### src/rtl/core/battery_level_monitor_assert.svh
// Assertion macros for the battery level monitor.
// Used by battery_level_monitor.sv; no other dependencies.
`ifndef BATTERY_LEVEL_MONITOR_ASSERT_SVH
`define BATTERY_LEVEL_MONITOR_ASSERT_SVH

// Same-cycle implication, disabled while reset is held.
`define BLM_ASSERT_IMPLY(label, clk, rst_n, ante, cons, msg) \
    label: assert property (@(posedge clk) disable iff (!rst_n) (ante) |-> (cons)) \
        else $error(msg);

// Next-cycle implication, disabled while reset is held.
`define BLM_ASSERT_NEXT(label, clk, rst_n, ante, cons, msg) \
    label: assert property (@(posedge clk) disable iff (!rst_n) (ante) |=> (cons)) \
        else $error(msg);

`endif

### src/rtl/core/blm_pkg.sv
// Shared types, constants and helper functions of the battery level monitor.
// No dependencies; the modules refer to it by scoped names, the testbench imports it.
`default_nettype none

package blm_pkg;

    localparam int ADC_BITS      = 11;
    localparam int DIVIDER_RATIO = 3;
    localparam int SMOOTH_WEIGHT = 3;
    localparam int CNT_W         = 8;
    localparam int SUM_W         = ADC_BITS + CNT_W;
    localparam int MV_W          = 13;
    localparam int PCT_W         = 7;
    localparam int SCALE_W       = ADC_BITS + 3;     // ratio up to 7
    localparam int SMOOTH_W      = MV_W + 3;
    localparam int DIV_CNT_W     = $clog2(SUM_W + 1);
    localparam int SPAN_W        = 8;                // widest curve segment fits here

    localparam int IN_TDATA_W    = 16;
    localparam int OUT_FIELDS_W  = 4 * MV_W + PCT_W + 1 + 2;
    localparam int OUT_TDATA_W   = 64;
    localparam int OUT_PAD_W     = OUT_TDATA_W - OUT_FIELDS_W;

    localparam int CFG_IDX_W     = 3;
    localparam int CFG_DATA_W    = 13;

    // Measurement queue; depth must be a power of two.
    localparam int FIFO_DEPTH    = 2;
    localparam int FIFO_PTR_W    = $clog2(FIFO_DEPTH);
    localparam int FIFO_CNT_W    = $clog2(FIFO_DEPTH + 1);

    localparam logic [MV_W-1:0] MV_LIMIT = '1;
    localparam logic [PCT_W-1:0] PCT_FULL = PCT_W'(100);

    localparam int CURVE_POINTS = 8;
    localparam int SEG_W        = $clog2(CURVE_POINTS);
    localparam logic [MV_W-1:0] CURVE_MV [CURVE_POINTS] = '{
        13'd3400, 13'd3550, 13'd3650, 13'd3750, 13'd3850, 13'd3950, 13'd4100, 13'd4200
    };
    localparam logic [PCT_W-1:0] CURVE_PCT [CURVE_POINTS] = '{
        7'd0, 7'd15, 7'd30, 7'd50, 7'd65, 7'd80, 7'd90, 7'd100
    };

    localparam logic [MV_W-1:0] CFG_SAMPLE_COUNT_RST = 13'd16;
    localparam logic [MV_W-1:0] CFG_PRESENT_MIN_RST  = 13'd2500;
    localparam logic [MV_W-1:0] CFG_PRESENT_MAX_RST  = 13'd4350;
    localparam logic [PCT_W-1:0] CFG_LOW_ENTER_RST   = 7'd15;
    localparam logic [PCT_W-1:0] CFG_LOW_EXIT_RST    = 7'd25;

    typedef enum logic [CFG_IDX_W-1:0] {
        CFG_SAMPLE_COUNT = 3'd0,
        CFG_PRESENT_MIN  = 3'd1,
        CFG_PRESENT_MAX  = 3'd2,
        CFG_LOW_ENTER    = 3'd3,
        CFG_LOW_EXIT     = 3'd4
    } cfg_index_t;

    typedef enum logic [1:0] {
        LEVEL_UNKNOWN = 2'd0,
        LEVEL_NORMAL  = 2'd1,
        LEVEL_LOW     = 2'd2
    } level_state_t;

    typedef enum logic [5:0] {
        ST_IDLE    = 6'b000001,
        ST_DIV_AVG = 6'b000010,
        ST_EVAL    = 6'b000100,
        ST_SEG     = 6'b001000,
        ST_DIV_PCT = 6'b010000,
        ST_EMIT    = 6'b100000
    } back_state_t;

    // One finished measurement, handed from the front to the back.
    typedef struct packed {
        logic [SUM_W-1:0]    sum;
        logic [CNT_W-1:0]    count;
        logic [ADC_BITS-1:0] sample_lo;
        logic [ADC_BITS-1:0] sample_hi;
    } meas_job_t;

    typedef struct packed {
        logic [MV_W-1:0]  present_min;
        logic [MV_W-1:0]  present_max;
        logic [PCT_W-1:0] low_enter;
        logic [PCT_W-1:0] low_exit;
    } back_cfg_t;

    typedef struct packed {
        logic             start;
        logic [SUM_W-1:0] dividend;
        logic [CNT_W-1:0] divisor;
    } div_req_t;

    typedef struct packed {
        logic             busy;
        logic             done;
        logic [SUM_W-1:0] quotient;
    } div_rsp_t;

    // Multiply by the divider ratio and clamp to the millivolt range.
    function automatic logic [MV_W-1:0] scale_sat(input logic [ADC_BITS-1:0] v);
        logic [SCALE_W-1:0] s;
        s = SCALE_W'(v) * SCALE_W'(DIVIDER_RATIO);
        return (s > SCALE_W'(MV_LIMIT)) ? MV_LIMIT : s[MV_W-1:0];
    endfunction

endpackage

`default_nettype wire

### src/rtl/core/blm_front.sv
// Front end: takes sample transfers, keeps sum, count, min and max, and queues
// one job per measurement with a good sample. Depends on blm_pkg.
`default_nettype none

module blm_front (
    input  wire logic                              aclk,
    input  wire logic                              aresetn,
    input  wire logic                              s_tvalid,
    output logic                                   s_tready,
    input  wire logic [blm_pkg::IN_TDATA_W-1:0]    s_tdata,   // [10:0] adc_mv
    input  wire logic                              s_tuser,   // [0] sample_ok
    input  wire logic [blm_pkg::CNT_W-1:0]         sample_count,
    input  wire logic                              fifo_full,
    output logic                                   push,
    output blm_pkg::meas_job_t                     job
);

    logic [blm_pkg::CNT_W-1:0]    index_reg, ok_count_reg;
    logic [blm_pkg::SUM_W-1:0]    sum_reg;
    logic [blm_pkg::ADC_BITS-1:0] lo_reg, hi_reg;

    logic [blm_pkg::CNT_W-1:0]    ok_count_next;
    logic [blm_pkg::SUM_W-1:0]    sum_next;
    logic [blm_pkg::ADC_BITS-1:0] lo_next, hi_next, mv;
    logic                         ok, accept, last;

    assign s_tready = !fifo_full;
    assign accept   = s_tvalid && s_tready;
    assign mv       = s_tdata[blm_pkg::ADC_BITS-1:0];
    assign ok       = s_tuser;

    always_comb begin
        ok_count_next = ok_count_reg + blm_pkg::CNT_W'(ok);
        sum_next      = ok ? sum_reg + blm_pkg::SUM_W'(mv) : sum_reg;
        lo_next       = (ok && mv < lo_reg) ? mv : lo_reg;
        hi_next       = (ok && mv > hi_reg) ? mv : hi_reg;
        // zero count ends every sample, same as one
        last          = ({1'b0, index_reg} + 1'b1) >= {1'b0, sample_count};
    end

    assign push = accept && last && (ok_count_next != '0);
    assign job  = '{sum: sum_next, count: ok_count_next,
                    sample_lo: lo_next, sample_hi: hi_next};

    always_ff @(posedge aclk) begin
        if (!aresetn) begin
            index_reg    <= '0;
            ok_count_reg <= '0;
            sum_reg      <= '0;
            lo_reg       <= '1;
            hi_reg       <= '0;
        end else if (accept) begin
            if (last) begin
                index_reg    <= '0;
                ok_count_reg <= '0;
                sum_reg      <= '0;
                lo_reg       <= '1;
                hi_reg       <= '0;
            end else begin
                index_reg    <= index_reg + 1'b1;
                ok_count_reg <= ok_count_next;
                sum_reg      <= sum_next;
                lo_reg       <= lo_next;
                hi_reg       <= hi_next;
            end
        end
    end

endmodule

`default_nettype wire

### src/rtl/core/blm_fifo.sv
// Short job queue between front and back so either side can stall alone.
// Depends on blm_pkg.
`default_nettype none

module blm_fifo (
    input  wire logic               aclk,
    input  wire logic               aresetn,
    input  wire logic               push,
    input  blm_pkg::meas_job_t      job_in,
    output logic                    full,
    input  wire logic               pop,
    output blm_pkg::meas_job_t      job_out,
    output logic                    empty
);

    blm_pkg::meas_job_t                 mem_reg [blm_pkg::FIFO_DEPTH];
    logic [blm_pkg::FIFO_PTR_W-1:0]     wr_ptr_reg, rd_ptr_reg;
    logic [blm_pkg::FIFO_CNT_W-1:0]     count_reg;

    assign full    = count_reg == blm_pkg::FIFO_CNT_W'(blm_pkg::FIFO_DEPTH);
    assign empty   = count_reg == '0;
    assign job_out = mem_reg[rd_ptr_reg];

    always_ff @(posedge aclk) begin
        if (push) begin
            mem_reg[wr_ptr_reg] <= job_in;
        end
    end

    always_ff @(posedge aclk) begin
        if (!aresetn) begin
            wr_ptr_reg <= '0;
            rd_ptr_reg <= '0;
            count_reg  <= '0;
        end else begin
            if (push) begin
                wr_ptr_reg <= wr_ptr_reg + 1'b1;
            end
            if (pop) begin
                rd_ptr_reg <= rd_ptr_reg + 1'b1;
            end
            priority if (push && !pop) begin
                count_reg <= count_reg + 1'b1;
            end else if (pop && !push) begin
                count_reg <= count_reg - 1'b1;
            end else begin
                count_reg <= count_reg;
            end
        end
    end

endmodule

`default_nettype wire

### src/rtl/core/blm_div.sv
// Restoring serial divider, one quotient bit per cycle, shared by the mean
// and the curve interpolation. Depends on blm_pkg.
`default_nettype none

module blm_div (
    input  wire logic           aclk,
    input  wire logic           aresetn,
    input  blm_pkg::div_req_t   req,
    output blm_pkg::div_rsp_t   rsp
);

    logic [blm_pkg::CNT_W-1:0]     rem_reg, divisor_reg;
    logic [blm_pkg::SUM_W-1:0]     quo_reg;
    logic [blm_pkg::DIV_CNT_W-1:0] cnt_reg;
    logic                          busy_reg, done_reg;

    logic [blm_pkg::CNT_W:0]       trial;
    logic                          fits;

    assign trial = {rem_reg, quo_reg[blm_pkg::SUM_W-1]};
    assign fits  = trial >= {1'b0, divisor_reg};

    assign rsp = '{busy: busy_reg, done: done_reg, quotient: quo_reg};

    always_ff @(posedge aclk) begin
        if (req.start) begin
            rem_reg     <= '0;
            quo_reg     <= req.dividend;
            divisor_reg <= req.divisor;
        end else if (busy_reg) begin
            // remainder stays below the divisor, so the top bit drops out
            rem_reg <= fits ? blm_pkg::CNT_W'(trial - {1'b0, divisor_reg})
                            : trial[blm_pkg::CNT_W-1:0];
            quo_reg <= {quo_reg[blm_pkg::SUM_W-2:0], fits};
        end
    end

    always_ff @(posedge aclk) begin
        if (!aresetn) begin
            busy_reg <= 1'b0;
            done_reg <= 1'b0;
            cnt_reg  <= '0;
        end else begin
            done_reg <= 1'b0;
            if (req.start) begin
                busy_reg <= 1'b1;
                cnt_reg  <= blm_pkg::DIV_CNT_W'(blm_pkg::SUM_W);
            end else if (busy_reg) begin
                cnt_reg <= cnt_reg - 1'b1;
                if (cnt_reg == blm_pkg::DIV_CNT_W'(1)) begin
                    busy_reg <= 1'b0;
                    done_reg <= 1'b1;
                end
            end
        end
    end

endmodule

`default_nettype wire

### src/rtl/core/blm_back.sv
// Back end: mean, scaling, presence, smoothing, curve lookup, low latch and
// the output register. Depends on blm_pkg; drives the shared divider.
`default_nettype none

module blm_back (
    input  wire logic                              aclk,
    input  wire logic                              aresetn,
    input  blm_pkg::back_cfg_t                     cfg,
    input  wire logic                              fifo_empty,
    input  blm_pkg::meas_job_t                     job,
    output logic                                   pop,
    output blm_pkg::div_req_t                      div_req,
    input  blm_pkg::div_rsp_t                      div_rsp,
    output logic                                   m_tvalid,
    input  wire logic                              m_tready,
    output logic [blm_pkg::OUT_TDATA_W-1:0]        m_tdata
);

    blm_pkg::back_state_t state_reg, state_next;

    logic [blm_pkg::MV_W-1:0]  lo_reg, hi_reg, avg_reg, disp_reg, filt_reg;
    logic [blm_pkg::PCT_W-1:0] base_reg, pct_reg;
    logic                      present_reg;
    logic                      status_valid_reg, last_present_reg, low_latched_reg;
    logic                      m_valid_reg;
    logic [blm_pkg::OUT_TDATA_W-1:0] m_data_reg;

    // evaluation
    logic                            present_c, smooth;
    logic [blm_pkg::SMOOTH_W-1:0]    smooth_sum;
    logic [blm_pkg::MV_W-1:0]        disp_c;

    // curve segment
    logic                            below, above, seg_mid;
    logic [blm_pkg::SEG_W-1:0]       seg, seg_lo;
    logic [blm_pkg::SPAN_W-1:0]      off, span;
    logic [blm_pkg::PCT_W-1:0]       dp;
    logic [blm_pkg::SPAN_W+blm_pkg::PCT_W-1:0] prod;

    // emit
    logic                            out_free, latch_next;
    blm_pkg::level_state_t           level;

    assign out_free = !m_valid_reg || m_tready;
    assign m_tvalid = m_valid_reg;
    assign m_tdata  = m_data_reg;

    always_comb begin
        present_c  = (avg_reg >= cfg.present_min) && (avg_reg <= cfg.present_max);
        smooth     = present_c && status_valid_reg && last_present_reg;
        smooth_sum = blm_pkg::SMOOTH_W'(filt_reg) * blm_pkg::SMOOTH_W'(blm_pkg::SMOOTH_WEIGHT)
                   + blm_pkg::SMOOTH_W'(avg_reg) + blm_pkg::SMOOTH_W'(2);
        disp_c     = smooth ? smooth_sum[blm_pkg::MV_W+1:2] : avg_reg;
    end

    always_comb begin
        below = disp_reg <= blm_pkg::CURVE_MV[0];
        above = disp_reg > blm_pkg::CURVE_MV[blm_pkg::CURVE_POINTS-1];
        seg   = blm_pkg::SEG_W'(1);
        for (int i = blm_pkg::CURVE_POINTS - 1; i >= 1; i--) begin
            if (disp_reg <= blm_pkg::CURVE_MV[i]) begin
                seg = blm_pkg::SEG_W'(i);
            end
        end
        seg_mid = !below && !above;
        seg_lo  = seg - 1'b1;
        off     = blm_pkg::SPAN_W'(disp_reg - blm_pkg::CURVE_MV[seg_lo]);
        span    = blm_pkg::SPAN_W'(blm_pkg::CURVE_MV[seg] - blm_pkg::CURVE_MV[seg_lo]);
        dp      = blm_pkg::CURVE_PCT[seg] - blm_pkg::CURVE_PCT[seg_lo];
        prod    = (blm_pkg::SPAN_W + blm_pkg::PCT_W)'(off) * (blm_pkg::SPAN_W + blm_pkg::PCT_W)'(dp);
    end

    always_comb begin
        priority if (!present_reg) begin
            latch_next = 1'b0;
        end else if (pct_reg <= cfg.low_enter) begin
            latch_next = 1'b1;
        end else if (pct_reg >= cfg.low_exit) begin
            latch_next = 1'b0;
        end else begin
            latch_next = low_latched_reg;
        end
        level = !present_reg ? blm_pkg::LEVEL_UNKNOWN
              : (latch_next ? blm_pkg::LEVEL_LOW : blm_pkg::LEVEL_NORMAL);
    end

    always_comb begin
        state_next = state_reg;
        pop        = 1'b0;
        div_req    = '0;
        unique case (state_reg)
            blm_pkg::ST_IDLE: begin
                if (!fifo_empty) begin
                    pop              = 1'b1;
                    div_req.start    = 1'b1;
                    div_req.dividend = job.sum + blm_pkg::SUM_W'(job.count >> 1);
                    div_req.divisor  = job.count;
                    state_next       = blm_pkg::ST_DIV_AVG;
                end
            end
            blm_pkg::ST_DIV_AVG: begin
                if (div_rsp.done) begin
                    state_next = blm_pkg::ST_EVAL;
                end
            end
            blm_pkg::ST_EVAL: begin
                state_next = blm_pkg::ST_SEG;
            end
            blm_pkg::ST_SEG: begin
                if (present_reg && seg_mid) begin
                    div_req.start    = 1'b1;
                    div_req.dividend = blm_pkg::SUM_W'(prod) + blm_pkg::SUM_W'(span >> 1);
                    div_req.divisor  = blm_pkg::CNT_W'(span);
                    state_next       = blm_pkg::ST_DIV_PCT;
                end else begin
                    state_next = blm_pkg::ST_EMIT;
                end
            end
            blm_pkg::ST_DIV_PCT: begin
                if (div_rsp.done) begin
                    state_next = blm_pkg::ST_EMIT;
                end
            end
            blm_pkg::ST_EMIT: begin
                if (out_free) begin
                    state_next = blm_pkg::ST_IDLE;
                end
            end
            default: state_next = blm_pkg::ST_IDLE;
        endcase
    end

    // datapath registers
    always_ff @(posedge aclk) begin
        unique case (state_reg)
            blm_pkg::ST_IDLE: begin
                lo_reg <= blm_pkg::scale_sat(job.sample_lo);
                hi_reg <= blm_pkg::scale_sat(job.sample_hi);
            end
            blm_pkg::ST_DIV_AVG: begin
                // mean never exceeds the largest sample
                avg_reg <= blm_pkg::scale_sat(div_rsp.quotient[blm_pkg::ADC_BITS-1:0]);
            end
            blm_pkg::ST_EVAL: begin
                present_reg <= present_c;
                disp_reg    <= disp_c;
            end
            blm_pkg::ST_SEG: begin
                base_reg <= blm_pkg::CURVE_PCT[seg_lo];
                pct_reg  <= (!present_reg || below) ? '0 : blm_pkg::PCT_FULL;
            end
            blm_pkg::ST_DIV_PCT: begin
                pct_reg <= base_reg + div_rsp.quotient[blm_pkg::PCT_W-1:0];
            end
            blm_pkg::ST_EMIT: begin
                if (out_free) begin
                    m_data_reg <= {{blm_pkg::OUT_PAD_W{1'b0}}, level, present_reg, pct_reg,
                                   hi_reg, lo_reg, disp_reg, avg_reg};
                end
            end
            default: begin
                avg_reg <= avg_reg;
            end
        endcase
    end

    // control and status registers
    always_ff @(posedge aclk) begin
        if (!aresetn) begin
            state_reg        <= blm_pkg::ST_IDLE;
            m_valid_reg      <= 1'b0;
            filt_reg         <= '0;
            status_valid_reg <= 1'b0;
            last_present_reg <= 1'b0;
            low_latched_reg  <= 1'b0;
        end else begin
            state_reg <= state_next;
            if (state_reg == blm_pkg::ST_EMIT && out_free) begin
                m_valid_reg      <= 1'b1;
                filt_reg         <= disp_reg;
                status_valid_reg <= 1'b1;
                last_present_reg <= present_reg;
                low_latched_reg  <= latch_next;
            end else if (m_tready) begin
                m_valid_reg <= 1'b0;
            end
        end
    end

endmodule

`default_nettype wire

### src/rtl/core/battery_level_monitor.sv
// Battery level monitor, top level. One sample transfer per cycle while the queue has room.
// Per job the back end divides for the mean, evaluates presence and smoothing, picks
// the curve segment, divides again for the percent (skipped when not present or outside
// the curve's sloped part) and registers the result; output stalls hold it, and it takes
// no new job until then. Reset (aresetn low at a clock edge) restores register defaults,
// clears accumulators, smoothing state and the low latch, and drops queued jobs and results.
`default_nettype none
`include "battery_level_monitor_assert.svh"

module battery_level_monitor (
    input  wire logic                                aclk,
    input  wire logic                                aresetn,
    // sample stream
    input  wire logic                                s_tvalid,
    output logic                                     s_tready,
    input  wire logic [blm_pkg::IN_TDATA_W-1:0]      s_tdata,  // [10:0] adc_mv, rest zero
    input  wire logic                                s_tuser,  // [0] sample_ok
    // result stream
    output logic                                     m_tvalid,
    input  wire logic                                m_tready,
    // [12:0] mean_mv, [25:13] battery_mv, [38:26] min_mv, [51:39] max_mv,
    // [58:52] percent, [59] present, [61:60] level_state, [63:62] zero
    output logic [blm_pkg::OUT_TDATA_W-1:0]          m_tdata,
    // register write channel
    input  wire logic                                cfg_valid,
    output logic                                     cfg_ready,
    input  wire logic [blm_pkg::CFG_IDX_W-1:0]       cfg_index,
    input  wire logic [blm_pkg::CFG_DATA_W-1:0]      cfg_data
);

    // Configuration registers. Writes are always taken; unknown indexes drop.
    logic [blm_pkg::CNT_W-1:0]  sample_count_reg;
    logic [blm_pkg::MV_W-1:0]   present_min_reg, present_max_reg;
    logic [blm_pkg::PCT_W-1:0]  low_enter_reg, low_exit_reg;

    assign cfg_ready = 1'b1;

    always_ff @(posedge aclk) begin
        if (!aresetn) begin
            sample_count_reg <= blm_pkg::CNT_W'(blm_pkg::CFG_SAMPLE_COUNT_RST);
            present_min_reg  <= blm_pkg::CFG_PRESENT_MIN_RST;
            present_max_reg  <= blm_pkg::CFG_PRESENT_MAX_RST;
            low_enter_reg    <= blm_pkg::CFG_LOW_ENTER_RST;
            low_exit_reg     <= blm_pkg::CFG_LOW_EXIT_RST;
        end else if (cfg_valid && cfg_ready) begin
            unique case (cfg_index)
                blm_pkg::CFG_SAMPLE_COUNT: sample_count_reg <= cfg_data[blm_pkg::CNT_W-1:0];
                blm_pkg::CFG_PRESENT_MIN:  present_min_reg  <= cfg_data[blm_pkg::MV_W-1:0];
                blm_pkg::CFG_PRESENT_MAX:  present_max_reg  <= cfg_data[blm_pkg::MV_W-1:0];
                blm_pkg::CFG_LOW_ENTER:    low_enter_reg    <= cfg_data[blm_pkg::PCT_W-1:0];
                blm_pkg::CFG_LOW_EXIT:     low_exit_reg     <= cfg_data[blm_pkg::PCT_W-1:0];
                default: begin
                    sample_count_reg <= sample_count_reg;
                end
            endcase
        end
    end

    blm_pkg::back_cfg_t back_cfg;
    assign back_cfg = '{present_min: present_min_reg, present_max: present_max_reg,
                        low_enter: low_enter_reg, low_exit: low_exit_reg};

    // Front: accumulate a measurement and hand it off as a job.
    logic               front_push, fifo_full, fifo_empty, fifo_pop;
    blm_pkg::meas_job_t front_job, head_job;

    blm_front u_front (
        .aclk         (aclk),
        .aresetn      (aresetn),
        .s_tvalid     (s_tvalid),
        .s_tready     (s_tready),
        .s_tdata      (s_tdata),
        .s_tuser      (s_tuser),
        .sample_count (sample_count_reg),
        .fifo_full    (fifo_full),
        .push         (front_push),
        .job          (front_job)
    );

    // Two-deep job queue: the front keeps sampling while the back computes.
    blm_fifo u_fifo (
        .aclk    (aclk),
        .aresetn (aresetn),
        .push    (front_push),
        .job_in  (front_job),
        .full    (fifo_full),
        .pop     (fifo_pop),
        .job_out (head_job),
        .empty   (fifo_empty)
    );

    // Back: sequencer plus the shared divider.
    blm_pkg::div_req_t div_req;
    blm_pkg::div_rsp_t div_rsp;

    blm_div u_div (
        .aclk    (aclk),
        .aresetn (aresetn),
        .req     (div_req),
        .rsp     (div_rsp)
    );

    blm_back u_back (
        .aclk       (aclk),
        .aresetn    (aresetn),
        .cfg        (back_cfg),
        .fifo_empty (fifo_empty),
        .job        (head_job),
        .pop        (fifo_pop),
        .div_req    (div_req),
        .div_rsp    (div_rsp),
        .m_tvalid   (m_tvalid),
        .m_tready   (m_tready),
        .m_tdata    (m_tdata)
    );

    // Checks
    logic div_start, div_busy, absent_out, absent_clean;

    assign div_start    = div_req.start;
    assign div_busy     = div_rsp.busy;
    // absent battery: level unknown and percent zero
    assign absent_out   = m_tvalid && !m_tdata[59];
    assign absent_clean = (m_tdata[61:60] == blm_pkg::LEVEL_UNKNOWN) && (m_tdata[58:52] == '0);

    `BLM_ASSERT_IMPLY(a_queue_room, aclk, aresetn, front_push, !fifo_full, "queue overflow")
    `BLM_ASSERT_IMPLY(a_div_idle, aclk, aresetn, div_start, !div_busy, "divider busy at start")
    `BLM_ASSERT_NEXT(a_div_runs, aclk, aresetn, div_start, div_busy, "divider did not start")
    `BLM_ASSERT_IMPLY(a_level_absent, aclk, aresetn, absent_out, absent_clean, "absent level")

endmodule

`default_nettype wire

### config.mk
export PLATFORM = sky130hd
export DESIGN_NAME = battery_level_monitor
export DESIGN_NICKNAME = d
export VERILOG_FILES = /design/src/rtl/core/blm_pkg.sv /design/src/rtl/core/blm_front.sv /design/src/rtl/core/blm_fifo.sv /design/src/rtl/core/blm_div.sv /design/src/rtl/core/blm_back.sv /design/src/rtl/core/battery_level_monitor.sv
export VERILOG_INCLUDE_DIRS = /design/src /design/src/rtl/core
export SDC_FILE = /design/constraint.sdc
export NUM_CORES = 1
export LEC_CHECK = 0
export BUFFER_PORTS_ARGS = -buffer_cell sky130_fd_sc_hd__buf_2
export CORE_UTILIZATION = 28
export CTS_CLUSTER_SIZE = 40
export DETAILED_ROUTE_END_ITERATION = 16
export GPL_ROUTABILITY_DRIVEN = 0
export PLACE_DENSITY_LB_ADDON = 0.05
export SLEW_MARGIN = 0
export SYNTH_ARGS = -nofsm -noshare
export SYNTH_HDL_FRONTEND = slang
export SYNTH_SLANG_ARGS = --single-unit
export TNS_END_PERCENT = 5
### constraint.sdc
create_clock -name aclk -period 22.7 [get_ports aclk]
set_clock_uncertainty 0.05 [all_clocks]
set_input_delay 2.27 -clock aclk [delete_from_list [all_inputs] [get_ports aclk]]
set_output_delay 2.27 -clock aclk [all_outputs]
set_load 0.01 [all_outputs]
==> impl_metrics.yaml <==
synthesis:
  syn_avg_cell_area_um2: 10.56
  synthAdderAreaFrac_pct: 16.25
  synth-edff-count: 254
  ys_ff_latch: 402
  synth_top_family_by_area: "adder cells"
  yosysSeqAreaShare_pct: 44.34
  ys_async_sr_fraction_pct: 0
  synth_compound_area_share_pct: 13.42
  synth_area_um2: 23880
  netlist_instances: 2261
  yosys.cell_types.count: 87
  synthSimpleGateAreaFrac_pct: 12.24
  synth-main-ff-cell: "edfxtp_1"
  synth.area.mux_share_pct: 4.400
  yosys.area_share.xor_xnor_pct: 4.636
  synth_warnings: 0
critical_path:
  critPathTopFamily: "adder cells"
  cp.required_ns: 23.08
  worstPathMaxFanout: 12
  path_class: "reg -> reg"
  r2r_slack_ns: 13.27
  worst-path-buf-inv: 5
  critPathLaunchType: "register"
  slowest_stage: "or4b_4"
  critPathArrivalTime_ns: 9.81
  cp_slowest_stage_delay_ns: 0.67
  end_kind: "register"
pwr:
  combPwrFrac_pct: 31.0
  seq_power_share_pct: 36.9
  ir_drop_mv: 0.05170
  power.switching_mw: 0.8858
  power_density_nw_per_um2: 96.65
  clkPwrFrac_pct: 32.2
  intPower_mw: 1.760
  leakage_nw: 11.03
  netSwitchingFraction_pct: 33.48
routing:
  vias: 16650
  first_pass_iters: 5
  ant_nets: 0
  drcViolationCount: 0
  dr.first_iter.drc_count: 784
  finalWirelength_um: 63770
  post_drt_wl_per_cell_um: 18.07
  vias_per_cell: 4.717
finish:
  antenna_cells: 0
  final_area_um2: 27370
  multiInputGateArea_um2: 12240
  nNetsFinal: 2666
  largest_reg_flops: 98
  layout_commonest_cell: "edfxtp_1"
  fill_cells: 8637
  drive_gt1_share_pct: 12.11
  syn2layout_area_growth_pct: 14.61
  layout_common_cells: "254 x edfxtp_1, 235 x nand2_1, 219 x ha_1, 196 x inv_1, 147 x dfxtp_1"
  register_area_um2: 10590
timing:
  post-route-period-util_pct: 41.56
  setup_viol: 0
  hold_violations: 0
  max_freq_mhz: 106.0
  hold_ws_ns: 0.3619
  rsz0062_at_grt: "false"
  period_minus_slack_ns: 9.434
  finalMaxSlewViolations: 0
  worst-slew-pin-transition_ns: 1.224
  setup-tns-final_ns: 0
  slew_headroom_pct: 18.10
floorplan:
  coreArea_um2: 84090
  rows: 106
  start_util_pct: 28.40
  fp.dieH_um: 294.1
  die-area_um2: 86470
  dieWidth_um: 294.1
  boundaryPins: 105
clocking:
  numCtsBuffers: 51
  clk_latency_ns: 0.60
  tritoncts: "done"
  post_cts_buffers: 0
  clock_path_buffers: 3
  ctsHoldBuffers: 0
  clockRootBuffer: "clkbuf_16"
  path_clk_slew_ns: 0.07
  cts_resized: 0
  h-tree-depth: 2
  clock_sink_count: 402
global_routing:
  antenna_found_initial: 1
  grt_pass1_vias: 17050
  grt_overflow_total: 0
  grt_max_degree: 92
  grt_use_total_pct: 14.99
  grt_pass1_wl_um: 99770
placement:
  dpl_cell_area_um2: 25610
  portBuffers: 96
  hpwl_um: 45940
run_status:
  outcome: "complete, no violations"
run:
  cap_violations: 0
worst_hold_path:
  hp-class: "reg -> reg"
==> worst reg2reg max path: cells and delay by family (launching register included) <==
family | cells | cell delay [ns]
adder cells (fa/ha/maj) | 7 | 3.37
buffers and inverters | 5 | 0.40
XOR/XNOR | 3 | 1.02
flip-flops | 1 | 0.63
AND/OR/NAND/NOR | 10 | 2.35
AO/OA/AOI/OAI | 6 | 1.43
==> kinds of logic after synthesis <==
kind of cell	Yosys count
and+or+nand+nor	609
AOI/OAI and AO/OA	468
DFF	402
buffers and inverters	285
adders and majority gates	276
xor gates and xnor gates	123
muxes	96
other	2
==> power groups by stage <==
stage | clock [mW] | combinational [mW] | sequential, mW
finish | 0.851 | 0.819 | 0.976
global route | 0.912 | 0.930 | 0.987
CTS | 0.882 | 0.839 | 0.979
detailed placement | 0 | 0.832 | 0.994
global placement | 0 | 0.826 | 0.992
floorplan | 0 | 0.613 | 0.965
==> cells in the mapped netlist (all sizes together), types with 7 or more instances <==
library cell	number	share of area [%]
nor4	10	0.29
nand4	14	0.37
buf	24	0.58
nor3	27	0.59
inv	202	3.2
edfxtp	254	32
clkbuf	59	0.93
ha	219	11
nor2b	37	0.98
fa	57	4.8
a211oi	18	0.59
a22oi	7	0.22
xnor2	75	2.8
a21boi	62	1.9
a31oi	7	0.18
nor2	118	1.9
nand2	237	3.8
a32o	16	0.67
o21a	20	0.63
dfxtp	148	12
mux2i	24	1.0
or2	12	0.31
o211ai	38	1.2
a21oi	90	1.9
nand3	49	1.0
mux2	72	3.4
and2	22	0.58
a41oi	8	0.29
xor2	48	1.8
and3	20	0.52
a21o	49	1.5
o21ai	87	1.9
o221ai	8	0.29
nand2b	28	0.73
==> path summary, 6_finish.rpt <==
check / start / endpoint / cells past startpoint
worst max-delay path: u_back.disp_reg[4] / u_div.quo_reg[14] / 31
worst min-delay path: u_back.hi_reg[1] / u_back.m_tdata[40] / 0
worst max register to register: u_back.disp_reg[4] / u_div.quo_reg[14] / 31
worst min register to register: u_back.hi_reg[1] / u_back.m_tdata[40] / 0
==> area by class of cell <==
| class | count | share of cell area (%) |
|---|---|---|
| clock inverters | 40 | 1.668 |
| inverters | 202 | 2.775 |
| flip-flops and latches | 402 | 38.69 |
| multi-input cells | 1583 | 44.71 |
| clock buffers | 56 | 4.768 |
| well taps | 1134 | 5.184 |
| repair buffers | 112 | 2.203 |
==> metrics by stage <==
step / worst slack (ns) / utilization (%) / cells / power [mW]
detailed placement: 13.27 / 30.46 / 3433 / 1.825
floorplan: 14.55 / - / 2270 / 1.578
global route: 12.59 / 32.55 / 3529 / 2.828
global placement: 13.22 / 30.46 / 3433 / 1.818
finish: 13.27 / 32.55 / 3529 / 2.645
CTS: 13.17 / 32.55 / 3529 / 2.699
==> per-layer routing <==
layer | global-route usage [%] | vias up | routed length [µm]
li1 | - | 8238 | -
met1 | 20.86 | 8132 | 31270
met2 | 24.26 | 202 | 29190
met3 | 2.145 | 75 | 2007
met4 | 3.773 | 0 | 1293
met5 | 0 | - | 0
(Power assumes the default switching activity.)
